$ cat config.mk
export PLATFORM = sky130hd
export DESIGN_NAME = pressure_fan_speed_regulator
export DESIGN_NICKNAME = d
export VERILOG_FILES = /design/src/rtl/pfsr_pkg.sv /design/src/rtl/pfsr_cfg.sv /design/src/rtl/pfsr_law.sv /design/src/rtl/pressure_fan_speed_regulator.sv
export SDC_FILE = /design/constraint.sdc
export NUM_CORES = 1
export LEC_CHECK = 0
export ABC_AREA = 1
export ABC_CLOCK_PERIOD_IN_PS = 8520
export BUFFER_PORTS_ARGS = -buffer_cell sky130_fd_sc_hd__clkbuf_2
export CAP_MARGIN = 20
export CELL_PAD_IN_SITES_DETAIL_PLACEMENT = 0
export CELL_PAD_IN_SITES_GLOBAL_PLACEMENT = 2
export CORE_MARGIN = 3
export CORE_UTILIZATION = 36
export DETAILED_ROUTE_END_ITERATION = 8
export PLACE_DENSITY = 0.89
export SETUP_SLACK_MARGIN = 0.4
export SYNTH_ARGS = -nofsm -noshare
export SYNTH_HDL_FRONTEND = slang
export SYNTH_SLANG_ARGS = --single-unit
$ cat constraint.sdc
create_clock -name i_clk -period 8.52 [get_ports i_clk]
set_input_delay 1.278 -clock i_clk [delete_from_list [all_inputs] [get_ports i_clk]]
set_output_delay 1.278 -clock i_clk [all_outputs]
set_load 0.005 [all_outputs]
$ cat src/rtl/pfsr_pkg.sv
package pfsr_pkg;

    localparam logic [9:0]  SPEED_LIMIT       = 10'd1000;
    localparam logic [7:0]  TOLERANCE_RESET   = 8'd5;
    localparam logic [15:0] FAULT_DELAY_RESET = 16'd5000;

    // floor(v/3) = (v * RECIP3) >> RECIP3_SHIFT, exact for v < 2048
    localparam int          RECIP3_SHIFT      = 11;
    localparam logic [9:0]  RECIP3            = 10'd683;

    typedef enum logic {
        OP_REGULATE = 1'b0,
        OP_LOAD     = 1'b1
    } t_op;

    typedef enum logic {
        CFG_TOLERANCE   = 1'b0,
        CFG_FAULT_DELAY = 1'b1
    } t_cfg_idx;

    typedef struct packed {
        logic [7:0]  tolerance;
        logic [15:0] fault_delay_ms;
    } t_cfg;

    typedef struct packed {
        logic [9:0]  fan_speed;
        logic        fault;
        logic [31:0] last_in_band;
    } t_state;

endpackage

$ cat src/rtl/pfsr_cfg.sv
module pfsr_cfg (
    input  logic          i_clk,
    input  logic          i_rst_n,
    input  logic          i_cfg_valid,
    output logic          o_cfg_ready,
    input  logic [0:0]    i_cfg_index,
    input  logic [15:0]   i_cfg_data,
    output pfsr_pkg::t_cfg o_cfg
);
    import pfsr_pkg::*;

    t_cfg r_cfg;
    t_cfg n_cfg;

    assign o_cfg_ready = 1'b1;
    assign o_cfg       = r_cfg;

    always_comb begin
        n_cfg = r_cfg;
        if (i_cfg_valid) begin
            unique case (t_cfg_idx'(i_cfg_index))
                CFG_TOLERANCE:   n_cfg.tolerance      = i_cfg_data[7:0];
                CFG_FAULT_DELAY: n_cfg.fault_delay_ms = i_cfg_data;
                default:         n_cfg = r_cfg;
            endcase
        end
    end

    always_ff @(posedge i_clk) begin
        if (!i_rst_n) begin
            r_cfg.tolerance      <= TOLERANCE_RESET;
            r_cfg.fault_delay_ms <= FAULT_DELAY_RESET;
        end else begin
            r_cfg <= n_cfg;
        end
    end

endmodule

$ cat src/rtl/pfsr_law.sv
module pfsr_law (
    input  pfsr_pkg::t_cfg   i_cfg,
    input  pfsr_pkg::t_state i_state,
    input  logic             i_opcode,
    input  logic [7:0]       i_target_pressure,
    input  logic [9:0]       i_measured_pressure,
    input  logic [31:0]      i_now_ms,
    input  logic [15:0]      i_set_value,
    output pfsr_pkg::t_state o_state,
    output logic             o_in_band
);
    import pfsr_pkg::*;

    logic signed [10:0] err;
    logic        [9:0]  mag;
    logic        [10:0] twice;
    logic        [10:0] div_in;
    logic        [20:0] prod;
    logic        [9:0]  step;
    logic signed [11:0] sum;
    logic        [31:0] elapsed;
    logic               band;

    assign err = $signed({3'b000, i_target_pressure})
               - $signed({i_measured_pressure[9], i_measured_pressure});
    assign mag = err[10] ? 10'((-err)) : err[9:0];

    // floor((10*speed + trunc(err*20/3)) / 10) reduces to speed + floor(2*err/3);
    // for negative err the step is -ceil(2|err|/3)
    assign twice  = {mag, 1'b0};
    assign div_in = err[10] ? twice + 11'd2 : twice;
    assign prod   = div_in * RECIP3;
    assign step   = prod[20:RECIP3_SHIFT];
    assign sum    = err[10] ? $signed({2'b00, i_state.fan_speed}) - $signed({2'b00, step})
                            : $signed({2'b00, i_state.fan_speed}) + $signed({2'b00, step});

    assign elapsed = i_now_ms - i_state.last_in_band;
    assign band    = ({2'b00, i_cfg.tolerance} > mag);

    always_comb begin
        o_state   = i_state;
        o_in_band = 1'b0;
        case (t_op'(i_opcode))
            OP_LOAD: begin
                o_state.fan_speed = (i_set_value > {6'd0, SPEED_LIMIT}) ? SPEED_LIMIT
                                                                       : i_set_value[9:0];
            end
            default: begin
                if (band) begin
                    o_in_band            = 1'b1;
                    o_state.fault        = 1'b0;
                    o_state.last_in_band = i_now_ms;
                end else begin
                    if (elapsed > {16'd0, i_cfg.fault_delay_ms}) begin
                        o_state.fault = 1'b1;
                    end
                    if (sum[11]) begin
                        o_state.fan_speed = '0;
                    end else if (sum > $signed({2'b00, SPEED_LIMIT})) begin
                        o_state.fan_speed = SPEED_LIMIT;
                    end else begin
                        o_state.fan_speed = sum[9:0];
                    end
                end
            end
        endcase
    end

endmodule

$ cat src/rtl/pressure_fan_speed_regulator.sv
// Proportional fan-speed regulator with a deadband and a fault timer. Opcode 0
// regulates from a pressure sample: inside the deadband the speed holds, the fault
// clears and the time is stamped; outside it the speed moves by 2/3 of the error
// (clamped to 0..1000) and the fault sets once the wrapped time since the last
// in-band sample exceeds fault_delay_ms. Opcode 1 loads the speed, saturated at
// 1000. Throughput is one item per clock while the output is not stalled. Each item
// passes through the input register, then the result register, which loads together
// with the speed, fault and timestamp state. While the result waits, one more item is
// held in the input register and the input stalls behind it. Configuration writes are
// always accepted and should only be made while the block is idle.
module pressure_fan_speed_regulator (
    input  logic        i_clk,
    input  logic        i_rst_n,
    input  logic        i_cfg_valid,
    output logic        o_cfg_ready,
    input  logic [0:0]  i_cfg_index,
    input  logic [15:0] i_cfg_data,
    input  logic        i_in_valid,
    output logic        o_in_ready,
    input  logic        i_opcode,
    input  logic [7:0]  i_target_pressure,
    input  logic [9:0]  i_measured_pressure,
    input  logic [31:0] i_now_ms,
    input  logic [15:0] i_set_value,
    output logic        o_out_valid,
    input  logic        i_out_ready,
    output logic [9:0]  o_drive_speed,
    output logic        o_fault,
    output logic        o_in_band
);
    import pfsr_pkg::*;

    t_cfg   cfg;
    t_state r_state;
    t_state n_state;
    logic   band;
    logic   advance;

    logic        r_s1_valid;
    logic        r_opcode;
    logic [7:0]  r_target;
    logic [9:0]  r_measured;
    logic [31:0] r_now;
    logic [15:0] r_set;

    logic        r_out_valid;
    logic [9:0]  r_speed;
    logic        r_fault;
    logic        r_band;

    pfsr_cfg u_cfg (
        .i_clk       (i_clk),
        .i_rst_n     (i_rst_n),
        .i_cfg_valid (i_cfg_valid),
        .o_cfg_ready (o_cfg_ready),
        .i_cfg_index (i_cfg_index),
        .i_cfg_data  (i_cfg_data),
        .o_cfg       (cfg)
    );

    pfsr_law u_law (
        .i_cfg               (cfg),
        .i_state             (r_state),
        .i_opcode            (r_opcode),
        .i_target_pressure   (r_target),
        .i_measured_pressure (r_measured),
        .i_now_ms            (r_now),
        .i_set_value         (r_set),
        .o_state             (n_state),
        .o_in_band           (band)
    );

    // stage 1 item moves on when the result register is free or being drained
    assign advance    = r_s1_valid && (!r_out_valid || i_out_ready);
    assign o_in_ready = !r_s1_valid || advance;

    assign o_out_valid   = r_out_valid;
    assign o_drive_speed = r_speed;
    assign o_fault       = r_fault;
    assign o_in_band     = r_band;

    always_ff @(posedge i_clk) begin
        if (!i_rst_n) begin
            r_s1_valid  <= 1'b0;
            r_out_valid <= 1'b0;
            r_state     <= '0;
        end else begin
            if (o_in_ready) begin
                r_s1_valid <= i_in_valid;
            end
            if (advance) begin
                r_out_valid <= 1'b1;
                r_state     <= n_state;
            end else if (i_out_ready) begin
                r_out_valid <= 1'b0;
            end
        end
    end

    always_ff @(posedge i_clk) begin
        if (o_in_ready && i_in_valid) begin
            r_opcode   <= i_opcode;
            r_target   <= i_target_pressure;
            r_measured <= i_measured_pressure;
            r_now      <= i_now_ms;
            r_set      <= i_set_value;
        end
        if (advance) begin
            r_speed <= n_state.fan_speed;
            r_fault <= n_state.fault;
            r_band  <= band;
        end
    end

endmodule
==> impl_metrics.env <==
export IMPL_cp_required_ns=8.69
export IMPL_clock_skew_ns=0.0118
export IMPL_use_met1_pct=22.5
export IMPL_hold_class="flop to flop"
export IMPL_die_area_sq_um=36500
export IMPL_wl_per_cell_microns=14.7
export IMPL_status="complete, no violations"
export IMPL_ys_async_sr_fraction_pct=0
export IMPL_core_area_sq_um=33600
export IMPL_dieHeight_microns=191
export IMPL_rows=67
export IMPL_max_cap_violations=0
export IMPL_grt_max_degree=68
export IMPL_critPathCapture="o_drive_speed[9]"
export IMPL_synth_edf_count=79
export IMPL_root_buffer="clkbuf_16"
export IMPL_nets=2033
export IMPL_cts_tree="done"
export IMPL_synthesis_area_sq_um=12300
export IMPL_slew_limit_headroom_pct=36.4
export IMPL_synth_cell_type_count=58
export IMPL_max_stage_delay_ns=0.61
export IMPL_area_growth_pct=25.1
export IMPL_setup_tns_ns=0
export IMPL_vias=10800
export IMPL_yosysMostFrequentCell="nand2_1"
export IMPL_crit_fanout=7
export IMPL_tightestPinTransition_ns=0.948
export IMPL_synth_area_leaders="edfxtp_1 (19%), ha_1 (15%), dfxtp_1 (11%)"
export IMPL_synth_top_area_share_pct=19.2
export IMPL_io_buffers=102
export IMPL_grt_pass1_wl_microns=52400
export IMPL_r2r_start="r_target[0]"
export IMPL_use_met3_pct=2.15
export IMPL_diodes=0
export IMPL_gp_congestion=0.852
export IMPL_postCtsHoldBufs=0
export IMPL_slew_violations=0
export IMPL_htreeDepth=4
export IMPL_slowest_stage="fa_1"
export IMPL_post_route_period_util_pct=93.2
export IMPL_cts_clk_slew_worst_paths_ns=0.07
export IMPL_start_util_pct=36.7
export IMPL_wirelength_microns=33000
export IMPL_yosysSeqAreaShare_pct=30.4
export IMPL_multi_input_area_sq_um=8450
export IMPL_clk_latency_ns=0.43
export IMPL_syn_inst=1611
export IMPL_busiest_layer="met2"
export IMPL_yosys_area_top_type="edfxtp_1"
export IMPL_regToRegSetupSlack_ns=0.58
export IMPL_r2r_end="o_drive_speed[9]"
export IMPL_drc=0
export IMPL_end_kind="flop"
export IMPL_ioPinCount=104
export IMPL_cts_buffers=17
export IMPL_crit_start="r_target[0]"
export IMPL_drive_gt1_share_pct=23.6
export IMPL_seqCellArea_sq_um=3750
export IMPL_hold_viol_final=0
export IMPL_synth_nets=1870
export IMPL_first_pass_iters=5
export IMPL_cts_sinks=148
export IMPL_grt_pass1_vias=10500
export IMPL_crit_type="flop to flop"
export IMPL_synth_common_cells="nand2_1 (354), inv_1 (248), ha_1 (147)"
export IMPL_track_usage_pct=17.9
export IMPL_period_needed_ns=7.94
export IMPL_rsz0062_at_grt="yes"
export IMPL_start_kind="flop"
export IMPL_syn_avg_cell_area_sq_um=7.66
export IMPL_synth_top_flop_cell="edfxtp_1"
export IMPL_viasPerCell=4.83
export IMPL_arrival_ns=8.12
export IMPL_finalSetupViolCount=0
export IMPL_ff2ff_path_depth=43
export IMPL_drt_iter0_markers=487
export IMPL_dieWidth_microns=191
export IMPL_yosys_register_bits=148
export IMPL_fillers=3354
export IMPL_antenna_found_initial=0
export IMPL_fmax_mhz=126
export IMPL_dp_hpwl_microns=25800
export IMPL_ant_nets=0
export IMPL_yosysWarnings=0
export IMPL_cts_buffer_depth=2
export IMPL_use_met2_pct=32.4
export IMPL_overflow=0
## registers in the layout (all words and copies together), names as in the netlist
| name | count |
|---|---|
| o_fault | 1 |
| o_drive_speed | 10 |
| r_now | 32 |
| r_opcode | 1 |
| r_state | 43 |
| r_target | 8 |
| o_in_band | 1 |
| u_cfg.o_cfg | 24 |
| r_measured | 10 |
| r_set | 16 |
| r_s1_valid | 1 |
| o_out_valid | 1 |
## critical path, delay by kind of cell (launching register included)
family | cells | cell delay (ns)
adder cells (fa/ha/maj) | 9 | 3.29
AND/OR/NAND/NOR | 18 | 2.01
buffers and inverters | 9 | 0.77
AO/OA/AOI/OAI | 4 | 0.73
XOR/XNOR | 3 | 0.49
flip-flops | 1 | 0.36
## worst min-delay path by stage
stage,start,end,slack [ns],cells past startpoint
2_1_floorplan,u_cfg.o_cfg[10],u_cfg.o_cfg[10],0.44,2
3_3_place_gp,r_state[16],r_state[16],0.44,2
3_5_place_dp,r_state[4],r_state[4],0.45,2
4_1_cts,r_state[4],r_state[4],0.46,2
5_1_grt,r_state[21],r_state[21],0.48,2
6_report,r_state[4],r_state[4],0.46,2
## per-layer routing
metal / part of all wire [%] / vias to the layer above
met5: 0 / -
met4: 2.2 / 0
met1: 45 / 5018
li1: - / 5622
met3: 2.0 / 41
met2: 51 / 125
## logic make-up (layout without fill, tap and decap cells)
logic type | after synthesis | in the layout | share of synthesized area (%)
AO/OA/AOI/OAI | 261 | 261 | 11.7
XOR/XNOR | 53 | 53 | 4.19
adder cells (fa/ha/maj) | 170 | 170 | 18.6
buffers and inverters | 286 | 462 | 9.52
flip-flops | 148 | 148 | 30.4
other | 1 | 1 | 0.0304
AND/OR/NAND/NOR | 692 | 692 | 25.5
## metrics by stage
stage               hold slack, ns  cell area, sq um  utilization [%]  instances  setup slack, ns
floorplan                    0.435             12300                -       1611            0.716
global placement             0.445             13300             39.5       2144          -0.0977
detailed placement           0.454             13300             39.5       2144           -0.232
CTS                          0.464             14200             42.1       2185            0.402
global route                 0.477             15400             45.9       2235            0.149
finish                       0.457             15400             45.9       2235            0.576
## timing repair
action	in CTS	in global routing
cloned	0	1
gates resized for setup	39	185
pin swaps	12	109
buffers inserted	9	48
endpoints found under the setup margin	20	20
## cell usage in the layout (no fill, tap or decap), types with 8 or more instances in the layout
cell | synthesis | layout
dfxtp_1 | 69 | 69
nor2_4 | 3 | 13
nor3_1 | 13 | 10
o21ai_0 | 64 | 58
nand2_2 | 11 | 41
inv_2 | 7 | 22
ha_1 | 147 | 114
nand2_1 | 354 | 313
fa_1 | 23 | 20
edfxtp_1 | 79 | 79
nand3_2 | 6 | 14
clkbuf_16 | 0 | 17
o21ai_1 | 31 | 32
xor2_1 | 41 | 31
ha_4 | 0 | 26
a21oi_1 | 125 | 112
nand3_1 | 99 | 91
a21oi_4 | 3 | 14
nor2_1 | 138 | 127
inv_1 | 248 | 231
nand4_1 | 29 | 29
o211ai_1 | 8 | 8
clkbuf_2 | 0 | 103
buf_4 | 2 | 61
o21bai_1 | 9 | 9
nand2_4 | 12 | 20
## area by class of cell
class	instances	area share, %
timing repair inverter	1	0.0405
timing repair buffer	171	6.90
clock inverter	14	1.23
inverter	258	6.36
multi-input combinational	1177	54.7
tap	448	3.63
sequential	148	24.3
clock buffer	18	2.78
Power is not shown: default switching activity piles up to over one toggle a cycle in this logic, so the estimate is an artifact.
